<file path="src/design/sldf_pkg.sv">
// ----------------------------------------------------------------------------
// sldf_pkg
// Shared types and constants of the sync/length packet deframer.
// ----------------------------------------------------------------------------
package sldf_pkg;

	localparam logic [7:0]  SYNC_BYTE     = 8'h23;
	localparam int          HDR_LEN       = 7;
	localparam int          IDX_W         = 3;
	localparam logic [IDX_W-1:0] HDR_LAST_IDX = IDX_W'(HDR_LEN - 1);
	localparam int          LEN_W         = 12;
	localparam logic [LEN_W-1:0] MAX_LEN_RESET = 12'd2048;

	typedef struct packed {
		logic [7:0] data_byte;
	} in_item_t;

	typedef struct packed {
		logic [7:0] packet_byte;
		logic       first_of_packet;
		logic       last_of_packet;
	} out_item_t;

	typedef logic [LEN_W-1:0] cfg_item_t;

	typedef enum logic [1:0] {
		ST_HUNT,
		ST_HDR,
		ST_EMIT,
		ST_BODY
	} state_t;

	// controller -> datapath
	typedef struct packed {
		logic store_byte;  // write input byte into header store at index
		logic inc_idx;
		logic clr_idx;
		logic load_body;   // body count = length - header length
		logic dec_body;
		logic emit_hdr;    // load header byte at index into output register
		logic emit_body;   // load input byte into output register
	} cmd_t;

	// datapath -> controller
	typedef struct packed {
		logic is_sync;
		logic idx_last;
		logic hdr_ok;
		logic len_is_hdr;
		logic body_last;
		logic out_space;
	} stat_t;

endpackage

</file>
<file path="src/design/sldf_chan_if.sv">
// ----------------------------------------------------------------------------
// sldf_chan_if
// Valid/ready channel carrying one payload per beat.
// ----------------------------------------------------------------------------
interface sldf_chan_if #(
	parameter type payload_t = logic
);
	logic     valid;
	logic     ready;
	payload_t data;

	modport source (output valid, output data, input ready);
	modport sink   (input valid, input data, output ready);
endinterface

</file>
<file path="src/design/sldf_dp.sv">
// ----------------------------------------------------------------------------
// sldf_dp
// Datapath: header store, index and body counters, length register,
// header check and output register.
// ----------------------------------------------------------------------------
module sldf_dp (
	input  logic                 clk,
	input  logic                 arst_n,
	input  sldf_pkg::cmd_t       cmd,
	output sldf_pkg::stat_t      stat,
	input  logic [7:0]           in_byte,
	input  logic                 cfg_we,
	input  sldf_pkg::cfg_item_t  cfg_data,
	output logic                 out_valid,
	input  logic                 out_ready,
	output sldf_pkg::out_item_t  out_data
);
	import sldf_pkg::*;

	logic [7:0]       hdr_q [HDR_LEN];
	logic [IDX_W-1:0] idx_q;
	logic [LEN_W-1:0] max_len_q;
	logic [LEN_W-1:0] body_q;
	logic             out_valid_q;
	out_item_t        out_q;
	logic [15:0]      pkt_len;
	logic             sync_ok;

	assign pkt_len = {hdr_q[5], hdr_q[4]};
	assign sync_ok = (hdr_q[1] == SYNC_BYTE) && (hdr_q[2] == SYNC_BYTE) &&
	                 (hdr_q[3] == SYNC_BYTE);

	always_comb begin
		stat.is_sync    = (in_byte == SYNC_BYTE);
		stat.idx_last   = (idx_q == HDR_LAST_IDX);
		stat.hdr_ok     = sync_ok && (pkt_len >= 16'(HDR_LEN)) &&
		                  (pkt_len <= 16'(max_len_q));
		stat.len_is_hdr = (pkt_len == 16'(HDR_LEN));
		stat.body_last  = (body_q == LEN_W'(1));
		stat.out_space  = !out_valid_q || out_ready;
	end

	always_ff @(posedge clk) begin
		if (cmd.store_byte) begin
			hdr_q[idx_q] <= in_byte;
		end
	end

	always_ff @(posedge clk or negedge arst_n) begin
		if (!arst_n) begin
			idx_q       <= '0;
			body_q      <= '0;
			max_len_q   <= MAX_LEN_RESET;
			out_valid_q <= 1'b0;
		end else begin
			if (cfg_we) begin
				max_len_q <= cfg_data;
			end
			if (cmd.clr_idx) begin
				idx_q <= '0;
			end else if (cmd.inc_idx) begin
				idx_q <= idx_q + IDX_W'(1);
			end
			// length fits in 12 bits once it passed the check
			if (cmd.load_body) begin
				body_q <= pkt_len[LEN_W-1:0] - LEN_W'(HDR_LEN);
			end else if (cmd.dec_body) begin
				body_q <= body_q - LEN_W'(1);
			end
			if (cmd.emit_hdr || cmd.emit_body) begin
				out_valid_q <= 1'b1;
			end else if (out_ready) begin
				out_valid_q <= 1'b0;
			end
		end
	end

	always_ff @(posedge clk) begin
		if (cmd.emit_hdr) begin
			out_q.packet_byte     <= hdr_q[idx_q];
			out_q.first_of_packet <= (idx_q == '0);
			out_q.last_of_packet  <= (idx_q == HDR_LAST_IDX) && (pkt_len == 16'(HDR_LEN));
		end else if (cmd.emit_body) begin
			out_q.packet_byte     <= in_byte;
			out_q.first_of_packet <= 1'b0;
			out_q.last_of_packet  <= (body_q == LEN_W'(1));
		end
	end

	assign out_valid = out_valid_q;
	assign out_data  = out_q;

endmodule

</file>
<file path="src/design/sldf_ctrl.sv">
// ----------------------------------------------------------------------------
// sldf_ctrl
// Controller: hunt, header collect, header release and body pass phases.
// ----------------------------------------------------------------------------
module sldf_ctrl (
	input  logic             clk,
	input  logic             arst_n,
	input  logic             in_valid,
	output logic             in_ready,
	input  sldf_pkg::stat_t  stat,
	output sldf_pkg::cmd_t   cmd
);
	import sldf_pkg::*;

	state_t state_q;
	state_t state_d;
	logic   acc;

	assign acc = in_valid && in_ready;

	always_ff @(posedge clk or negedge arst_n) begin
		if (!arst_n) begin
			state_q <= ST_HUNT;
		end else begin
			state_q <= state_d;
		end
	end

	always_comb begin
		state_d  = state_q;
		cmd      = '0;
		in_ready = stat.out_space;
		unique case (state_q)
			ST_HUNT: begin
				if (acc && stat.is_sync) begin
					cmd.store_byte = 1'b1;
					cmd.inc_idx    = 1'b1;
					state_d        = ST_HDR;
				end
			end
			ST_HDR: begin
				if (acc) begin
					cmd.store_byte = 1'b1;
					if (stat.idx_last) begin
						cmd.clr_idx = 1'b1;
						state_d     = stat.hdr_ok ? ST_EMIT : ST_HUNT;
					end else begin
						cmd.inc_idx = 1'b1;
					end
				end
			end
			ST_EMIT: begin
				in_ready = 1'b0;
				if (stat.out_space) begin
					cmd.emit_hdr = 1'b1;
					if (stat.idx_last) begin
						cmd.clr_idx   = 1'b1;
						cmd.load_body = 1'b1;
						state_d       = stat.len_is_hdr ? ST_HUNT : ST_BODY;
					end else begin
						cmd.inc_idx = 1'b1;
					end
				end
			end
			ST_BODY: begin
				if (acc) begin
					cmd.emit_body = 1'b1;
					cmd.dec_body  = 1'b1;
					if (stat.body_last) begin
						state_d = ST_HUNT;
					end
				end
			end
			default: begin
				state_d = ST_HUNT;
			end
		endcase
	end

endmodule

</file>
<file path="src/design/sync_length_packet_deframer.sv">
// ----------------------------------------------------------------------------
// sync_length_packet_deframer
// Finds '#'-synced, length-prefixed packets in a byte stream and forwards them.
// ----------------------------------------------------------------------------
// Channels: stream (sink) takes one received byte per beat; packet (source)
// gives one packet byte per beat with first/last marks; cfg (sink, always
// ready) writes max_packet_length. The user must write it only while the block
// is idle; the block does not enforce it. Bytes are dropped until a '#'
// arrives; that byte and the next six form the header, giving no output. After the
// seventh, a good header (bytes 1..3 '#', little-endian length in bytes 4..5
// between 7 and max_packet_length) is released from the header store at one
// byte per cycle while packet is not stalled, with stream not ready. Body
// bytes pass through the single output register onto packet the cycle after
// they are accepted. A bad header is dropped and hunting resumes. Stream
// takes one byte per cycle while packet is not stalled, except during header
// release. When packet is stalled, the output register holds and stream drops
// ready. Reset clears phase and counters and sets max_packet_length to 2048.
// ----------------------------------------------------------------------------
module sync_length_packet_deframer (
	input logic clk,
	input logic arst_n,
	sldf_chan_if.sink   stream,
	sldf_chan_if.source packet,
	sldf_chan_if.sink   cfg
);
	import sldf_pkg::*;

	cmd_t      cmd;
	stat_t     stat;
	in_item_t  in_item;
	out_item_t out_item;
	logic      in_ready;
	logic      out_valid;

	assign in_item      = stream.data;
	assign stream.ready = in_ready;
	assign cfg.ready    = 1'b1;
	assign packet.valid = out_valid;
	assign packet.data  = out_item;

	sldf_ctrl u_ctrl (
		.clk      (clk),
		.arst_n   (arst_n),
		.in_valid (stream.valid),
		.in_ready (in_ready),
		.stat     (stat),
		.cmd      (cmd)
	);

	sldf_dp u_dp (
		.clk       (clk),
		.arst_n    (arst_n),
		.cmd       (cmd),
		.stat      (stat),
		.in_byte   (in_item.data_byte),
		.cfg_we    (cfg.valid),
		.cfg_data  (cfg.data),
		.out_valid (out_valid),
		.out_ready (packet.ready),
		.out_data  (out_item)
	);

endmodule

</file>
<file path="src/flat_wrapper.sv">
// flat-port wrapper written by rule: the top's interface ports become plain ports
module sync_length_packet_deframer_flat import sldf_pkg::*;
  (clk, arst_n, stream_valid, stream_data, stream_ready, packet_valid, packet_data, packet_ready, cfg_valid, cfg_data, cfg_ready);
  sldf_chan_if #(.payload_t(in_item_t)) stream_i ();
  sldf_chan_if #(.payload_t(out_item_t)) packet_i ();
  sldf_chan_if #(.payload_t(cfg_item_t)) cfg_i ();
  input logic clk;
  input logic arst_n;
  input wire logic [$bits(stream_i.valid)-1:0] stream_valid;
  input wire logic [$bits(stream_i.data)-1:0] stream_data;
  output wire logic [$bits(stream_i.ready)-1:0] stream_ready;
  output wire logic [$bits(packet_i.valid)-1:0] packet_valid;
  output wire logic [$bits(packet_i.data)-1:0] packet_data;
  input wire logic [$bits(packet_i.ready)-1:0] packet_ready;
  input wire logic [$bits(cfg_i.valid)-1:0] cfg_valid;
  input wire logic [$bits(cfg_i.data)-1:0] cfg_data;
  output wire logic [$bits(cfg_i.ready)-1:0] cfg_ready;
  assign stream_i.valid = stream_valid;
  assign stream_i.data = stream_data;
  assign stream_ready = stream_i.ready;
  assign packet_valid = packet_i.valid;
  assign packet_data = packet_i.data;
  assign packet_i.ready = packet_ready;
  assign cfg_i.valid = cfg_valid;
  assign cfg_i.data = cfg_data;
  assign cfg_ready = cfg_i.ready;
  sync_length_packet_deframer u_core (.clk(clk), .arst_n(arst_n), .stream(stream_i), .packet(packet_i), .cfg(cfg_i));
endmodule
</file>
<file path="config.mk">
export PLATFORM = sky130hd
export DESIGN_NAME = sync_length_packet_deframer_flat
export DESIGN_NICKNAME = d
export VERILOG_FILES = /design/src/design/sldf_pkg.sv /design/src/design/sldf_chan_if.sv /design/src/design/sldf_dp.sv /design/src/design/sldf_ctrl.sv /design/src/design/sync_length_packet_deframer.sv /design/src/flat_wrapper.sv
export SDC_FILE = /design/constraint.sdc
export NUM_CORES = 1
export LEC_CHECK = 0
export BUFFER_PORTS_ARGS = -buffer_cell sky130_fd_sc_hd__buf_2
export CELL_PAD_IN_SITES_DETAIL_PLACEMENT = 0
export CELL_PAD_IN_SITES_GLOBAL_PLACEMENT = 1
export CORE_MARGIN = 2
export CORE_UTILIZATION = 38
export CTS_CLUSTER_SIZE = 24
export DETAILED_ROUTE_END_ITERATION = 12
export PLACE_DENSITY_LB_ADDON = 0.2
export SYNTH_ARGS = -nofsm -noshare
export SYNTH_HDL_FRONTEND = slang
export SYNTH_SLANG_ARGS = --single-unit
</file>
<file path="constraint.sdc">
create_clock -name clk -period 6.1 [get_ports clk]
set_clock_uncertainty 0.15 [all_clocks]
set_input_delay 1.22 -clock clk [delete_from_list [all_inputs] [get_ports clk]]
set_output_delay 1.22 -clock clk [all_outputs]
set_load 0.03 [all_outputs]
</file>
# Word level (Yosys, flattened, before mapping)
# Memories as Yosys holds them, arrays and structs flattened.
# Cells that the tools add are included.
# op_classes
add_sub_neg,3
mul,0
div,0
magnitude_cmp,2
eq_ne,17
shift,0
n_mux,35
bitwise,0
reduce_logical,17
# ops
cell,count
"== test 8 x 6 -> 1 bit, second input constant",4
2-to-1 mux 12 bit,2
2-to-1 mux 2 bit,11
2-to-1 mux 10 bit,2
"== test 16 x 3 -> 1 bit, second input constant",1
"greater-or-equal comparator 16 x 3 -> 1 bit, second input constant",1
<= comparator 16 x 12 -> 1 bit,1
"== test 12 x 1 -> 1 bit, second input constant",1
2-to-1 mux 1 bit,12
2-to-1 mux 3 bit,4
"subtractor 12 x 1 -> 12 bit, second input constant",1
"subtractor 12 x 3 -> 12 bit, second input constant",1
"inequality test 2 bit, second input constant",4
one-hot mux 2 bit (4 select lines),1
nonzero test 2 bit,4
logical AND 1 bit,7
AND reduction 7 bit,1
"inequality test 2 x 1 -> 1 bit, second input constant",3
"== test 2 bit, second input constant",2
one-hot mux 1 bit (2 select lines),2
"adder 3 x 1 -> 3 bit, second input constant",1
"== test 3 bit, second input constant",1
zero test 3 bit,1
one-hot mux 1 bit (3 select lines),1
4 further kinds,5
# word_totals
ff_bits,40
latch_bits,0
ramBits,56
rom_bits,0
input_bits,25
out_inout_bits,13
wordCells,83
mem_count,1
# mem_list
name,depth,width,read_ports,rd_ports_with_merged_regs,write_ports,line,rtl
u_core.u_dp.hdr_q,7,8,6,0,1,sldf_dp.sv:20,logic [7:0] hdr_q [HDR_LEN];

# Depth between registers and ports, before layout
# Gate-level depths: netlist (run 1).
# An unclocked memory read counts as a cell.
# depth
depth_word,10
mapped_depth,8
depth_no_buf,8

# Cells and area by module
# A second synthesis (run 1) with hierarchy kept.
# hier_totals
hier_cells,411
area_unflattened_um2,5086.1
# modules_own_cells
module,instances,cells_per_inst,area_per_inst_um2,seq_area_each_um2
sldf_dp,1,372,4764.6,2924.1
sldf_ctrl,1,37,310.3,50.0
sync_length_packet_deframer,1,2,11.3,0.0

# Worst setup path before layout (run 1)
# No wires, ideal clock.
# synth_timing
path_kind,input to output
start,in packet_ready
end,out stream_ready
t_arrival_ns,1.688
required_time_ns,4.730
setup_slack_ns,3.042
stages,2
path_buffers,0
cell_sequence,nor2b_1 nor2_1
# synth_via
elab_chain_len,2
# synth_lines
element,line,rtl
from (decl),flat_wrapper.sv:14,input wire logic [$bits(packet_i.ready)-1:0] packet_ready;
logical OR 1 bit,sldf_dp.sv:40,stat.out_space = !out_valid_q || out_ready;
2-to-1 mux 1 bit,sldf_ctrl.sv:33,unique case (state_q)
to (decl),flat_wrapper.sv:11,output wire logic [$bits(stream_i.ready)-1:0] stream_ready;
# Every way passes these cells.

# Worst setup path in the final report (run 1)
# layout_timing
start,in stream_data[6]
end,"mem u_core.u_dp.hdr_q[4][5], enable pin"
# layout_via
elab_chain_len,6
# layout_lines
element,line,rtl
from (decl),flat_wrapper.sv:10,input wire logic [$bits(stream_i.data)-1:0] stream_data;
== test 8 x 6 -> 1 bit,sldf_dp.sv:34,stat.is_sync = (in_byte == SYNC_BYTE);
logical AND 1 bit,sldf_ctrl.sv:35,if (acc && stat.is_sync) begin
2-to-1 mux 2 bit,sldf_ctrl.sv:35,
one-hot mux 1 bit (2 select lines),sldf_ctrl.sv:33,
2-to-1 mux 1 bit,sldf_dp.sv:44,if (cmd.store_byte) begin
2-to-1 mux 1 bit (not written as such),sldf_dp.sv:45,hdr_q[idx_q] <= in_byte;
to (decl),sldf_dp.sv:20,
# Every way passes these cells.

==> results.ini, run 1 <==
[status]
status = completed

[floorplan]
die_x_um = 119
core_um2 = 13100
die_area_um2 = 14300
start_util = 0.385
placementRows = 42
ioPinCount = 38
die_y_um = 119

[placement]
post-dp-hpwl_um = 8720
dp.cells = 613
port_buffers = 36
routabilityCongestion = 0.843

[clock_network]
cts_resized = 0
cts_tree = done
cts_max_path_buffers = 2
numCtsBuffers = 9
cts_num_sinks = 104
clk_latency_ns = 0.35
clkTransAtPathRegs_ns = 0.07
cts_setup_buffers = 0
cts_root_buffer = clkbuf_16
htreeDepth = 3
hold_buffers = 0

[finish]
drive_above_1_share = 0.161
layout.nets = 495
nFillCells = 1257
n_antenna_cell = 0
fin_cells = 629
final_common_cell = edfxtp_1
area_growth_pct = 12.9
final_cell_mix = edfxtp_1, nand2_1, buf_2, dfrtp_1, nor2_1
finish.utilization = 0.435

[routing]
dr.pass1.iters = 5
via_count = 3370
wirelength_um = 12300
avgRoutedWirePerCell_um = 19.6
drtIter0Drc = 278
vias_per_cell = 5.36
drc = 0
ant_nets = 0

[synth]
synth_compound_area_frac = 0.0841
ys_warn_count = 0
syn_nets = 461
synth-seq-area-share = 0.588
synth_top_family_by_area = simple AND/OR/NAND/NOR gates
synthCells = 414
synth_edf_count = 74
synth-simple-area-share = 0.137
synth_area_leader_cell = edfxtp_1
ys_async_sr_fraction = 0.288
synth_mux_area_frac = 0.0752
synth_area_per_cell_um2 = 12.2
synth_cell_types = 52
synthAdderAreaFrac = 0.0544
synth_top_area_frac = 0.439
ys_top_cells_by_area = edfxtp_1, dfrtp_1, ha_1
synth-xor-area-share = 0.0329
synth_ff_type = edfxtp_1
netlist_area_um2 = 5060
ys_ff_latch = 104

[worst_setup_path]
crit_type = primary input to register
ff2ff_path_depth = 2
crit_path_end_kind = register
r2r_slack_ns = 2.85
endpoint = u_core.u_dp.hdr_q[4][5]$_DFFE_PP_
reg2reg_from = u_core.u_dp.idx_q[0]$_DFFE_PN0P_
critPathMaxFanout = 10
worstPathArrival_ns = 3.34
required_ns = 5.91
r2r-end = u_core.u_dp.hdr_q[7][4]$_DFFE_PP_
startpoint_type = primary input
startpoint = stream_data[6]

[timing]
drv_slew = 0
final.setup.tns_ns = 0
finalCritPeriodShare = 0.579
rsz0062_at_grt = false
period_needed_ns = 3.53
hold_viol = 0
maxSlewHeadroom = 0.151
tightestPinTransition_ns = 1.26
fmax_ghz = 0.283
setup_violations = 0
fin_hold_ws_ns = 0.373

[grt]
grt_antenna_before_repair = 0
gr-usage-met2 = 0.280
grtUsageMet3 = 0.0388
met1_usage = 0.255
gr-max-usage-layer = met2
grt_max_degree = 31
track_usage = 0.184
grt_pass1_vias = 3350
grt_pass1_wl_um = 19400
overflow = 0

[pwr]
p_total_uw = 2270
ir_worst_vdd_v = 0.000189
p_per_area_nw_per_um2 = 397
p_leak_uw = 0.00215

[hold_path]
min_path_cells = 2
holdCritPathClass = register to register

[flow_run]
cap_violations = 0

-- through the flow --
stage	worst slack [ns]	area, um^2
2_1_floorplan	3.04	5060
3_3_place_gp	2.47	5410
3_5_place_dp	2.26	5410
4_1_cts	2.62	5710
5_1_grt	2.41	5710
6_report	2.57	5710
-- kinds of logic after synthesis --
| group | Yosys count |
|---|---|
| AND/OR/NAND/NOR | 140 |
| flip-flops | 104 |
| AO/OA/AOI/OAI | 69 |
| buffers and inverters | 35 |
| multiplexers | 24 |
| adder cells (fa/ha/maj) | 22 |
| XOR/XNOR | 19 |
| other | 1 |
-- metal layers --
| metal | vias to the layer above | wire length (um) |
|---|---|---|
| met4 | 0 | 231 |
| met1 | 1652 | 5650 |
| met5 | - | 0 |
| met2 | 98 | 5690 |
| met3 | 12 | 728 |
| li1 | 1608 | - |
-- final cells by class --
type	count	area, um^2	share of cell area
well taps	176	220	0.0385
flip-flops and latches	104	2970	0.521
multi-input cells	275	1950	0.341
clock inverters	6	73.8	0.0129
inverters	20	75.1	0.0131
repair buffers	38	195	0.0342
clock buffers	10	229	0.0401
-- state kept, by name, summed over array words and instances, names as in the netlist --
name,cells
u_core.u_dp.hdr_q,64
u_core.u_dp.body_q,12
u_core.u_dp.max_len_q,12
u_core.u_dp.out_data,10
u_core.u_dp.idx_q,3
u_core.u_ctrl.state_q,2
u_core.u_dp.out_valid,1
-- cell usage after synthesis (3+ instances only) --
cell       n
nand3_1    6
mux2i_1   11
nor4b_1    4
o22ai_1    3
o21ai_0   26
o211ai_1   4
ha_1      22
nor3_1     9
or4_1      5
and3_1     6
nand4_1    7
xor2_1     8
edfxtp_1  74
dfrtp_1   29
or3_1      3
nor4_1     5
nor2_1    27
buf_2      3
nand2b_1   5
clkbuf_1  11
xnor2_1   11
a21oi_1   15
mux4_2    11
nand2_1   52
a31oi_1    7
inv_1     18
-- how the worst min path moves through the flow --
stage | from | endpoint | slack (ns)
2_1_floorplan | u_core.u_dp.max_len_q[11]$_DFFE_PN1P_ | u_core.u_dp.max_len_q[11]$_DFFE_PN1P_ | 0.33
3_3_place_gp | u_core.u_dp.max_len_q[11]$_DFFE_PN1P_ | u_core.u_dp.max_len_q[11]$_DFFE_PN1P_ | 0.36
3_5_place_dp | u_core.u_dp.max_len_q[11]$_DFFE_PN1P_ | u_core.u_dp.max_len_q[11]$_DFFE_PN1P_ | 0.37
4_1_cts | u_core.u_dp.max_len_q[11]$_DFFE_PN1P_ | u_core.u_dp.max_len_q[11]$_DFFE_PN1P_ | 0.38
5_1_grt | u_core.u_dp.max_len_q[11]$_DFFE_PN1P_ | u_core.u_dp.max_len_q[11]$_DFFE_PN1P_ | 0.42
6_report | u_core.u_dp.max_len_q[11]$_DFFE_PN1P_ | u_core.u_dp.max_len_q[11]$_DFFE_PN1P_ | 0.37
-- critical path, cell delays in order --
cell	delay [ns]
buf_2	0.17
nor4b_1	0.54
a31oi_1	0.20
nor2_1	0.12
nand2_1	0.11
nor3_1	0.99
-- report_power, final --
group	total [uW]	switching, uW	internal, uW
Clock	598	273	325
Combinational	686	412	275
Sequential	984	103	881
Power figures use the tool's default switching activity.
==> run 2, diff against run 1 <==
clock period = 3.5 ns   (was 6.1 ns; I/O delays follow)
==> results.ini, run 2 (synthesis results as in run 1) <==
[status]
status = completed

[finish]
seq_area_um2 = 2970
area_growth_pct = 14.2
regMostFlops = u_core.u_dp.hdr_q
top_regs = u_core.u_dp.hdr_q x64, u_core.u_dp.body_q x12, u_core.u_dp.max_len_q x12
final_cell_mix = edfxtp_1, nand2_1, buf_2, dfrtp_1, nor2_1
nFillCells = 1250
final_common_cell = edfxtp_1
multiInputGateArea_um2 = 1950
finish.utilization = 0.440
drive_above_1_share = 0.183
layout.nets = 507
n_antenna_cell = 0
largest_reg_flops = 64

[placement]
post-dp-hpwl_um = 8750
routabilityCongestion = 0.922
place_ws_ns = 0.674
port_buffers = 36

[clock_network]
hold_buffers = 0
htreeDepth = 3
cts_root_buffer = clkbuf_16
cts_num_sinks = 104
clk_latency_ns = 0.35
clkTransAtPathRegs_ns = 0.07
numCtsBuffers = 9
cts_max_path_buffers = 2
cts_tree = done
cts_setup_buffers = 0
cts_resized = 0

[floorplan]
die_area_um2 = 14300
placementRows = 42
die_x_um = 119
ioPinCount = 38
core_um2 = 13100
start_util = 0.385
die_y_um = 119

[worst_setup_path]
startpoint_type = register
worstPathArrival_ns = 2.54
startpoint = u_core.u_ctrl.state_q[0]$_DFFE_PN0P_
required_ns = 3.34
ff2ff_path_depth = 6
reg2reg_from = u_core.u_ctrl.state_q[0]$_DFFE_PN0P_
r2r-end = u_core.u_dp.hdr_q[1][1]$_DFFE_PP_
crit_type = register to register
crit_path_end_kind = register
critPathMaxFanout = 8
r2r_slack_ns = 0.80

[grt]
overflow = 0
grt_max_degree = 31
grt_pass1_vias = 3492
grt_pass1_wl_um = 19600
grt_antenna_before_repair = 0
track_usage = 0.183

[pwr]
p_per_area_nw_per_um2 = 676
p_leak_uw = 0.00220
ir_worst_vdd_v = 0.000377

[routing]
drtIter0Drc = 240
avgRoutedWirePerCell_um = 19.0
ant_nets = 0
wirelength_um = 12200
vias_per_cell = 5.36
via_count = 3436
drc = 0
dr.pass1.iters = 7

[timing]
fmax_ghz = 0.370
period_needed_ns = 2.70
setup_violations = 0
hold_viol = 0
maxSlewHeadroom = 0.398
final.setup.tns_ns = 0
fin_ws_ns = 0.799
drv_slew = 0
fin_hold_ws_ns = 0.261
finalCritPeriodShare = 0.772
tightestPinTransition_ns = 0.904
rsz0062_at_grt = false

[flow_run]
cap_violations = 0

[hold_path]
holdCritPathClass = primary input to asynchronous set/reset pin

[run 2: cell count changes in the layout (fill, tap and decap cells not counted)]
cell | before | now
inv_8 | 1 | 0
clkinv_2 | 0 | 1
clkbuf_1 | 1 | 0
buf_4 | 2 | 14
clkinv_1 | 2 | 3
inv_6 | 2 | 4
clkinvlp_4 | 2 | 1
bufinv_16 | 1 | 0
[run 2: how the worst max path moves through the flow]
stage	end	depth (start not counted)
finish	u_core.u_dp.hdr_q[1][1]$_DFFE_PP_	6
global route	u_core.u_dp.hdr_q[1][3]$_DFFE_PP_	6
CTS	u_core.u_dp.out_data[0]$_DFFE_PP_	5
detailed placement	u_core.u_dp.hdr_q[2][6]$_DFFE_PP_	5
global placement	u_core.u_dp.hdr_q[2][6]$_DFFE_PP_	5
floorplan	u_core.u_dp.hdr_q[4][0]$_DFFE_PP_	5
[run 2: layer usage]
metal | part of all wire | wire length [um] | up-vias | track usage
met1 | 0.46 | 5620 | 1697 | 0.256
met5 | 0 | 0 | - | 0
met4 | 0.013 | 164 | 0 | 0.0544
met3 | 0.055 | 677 | 15 | 0.0522
met2 | 0.47 | 5750 | 93 | 0.279
li1 | - | - | 1631 | -
[run 2: stage by stage]
step	std cells	power (uW)	instance area, um^2
3_5_place_dp	625	2970	5500
2_1_floorplan	414	2580	5060
5_1_grt	641	4150	5780
6_report	641	3910	5780
4_1_cts	641	3930	5780
3_3_place_gp	625	2970	5500
[run 2: critical path, cell delays in order, from the launching register on]
cell and delay, ns:
dfrtp_1 0.41, inv_1 0.08, ha_1 0.29, and2b_1 0.35
nand2_1 0.19, nor3_1 0.35, and3_1 0.51
[run 2: cell type report]
class / count / area share
sequential: 104 / 0.515
timing repair buffer: 50 / 0.0494
tap: 176 / 0.0381
multi-input combinational: 275 / 0.337
clock inverter: 7 / 0.00888
inverter: 20 / 0.0130
clock buffer: 9 / 0.0390
[run 2: report_power, final]
part | total [uW] | leakage [uW] | switching (uW) | internal (uW)
Combinational | 1200 | 0.00102 | 687 | 512
Sequential | 1750 | 0.00104 | 219 | 1530
Clock | 955 | 0.000135 | 465 | 489
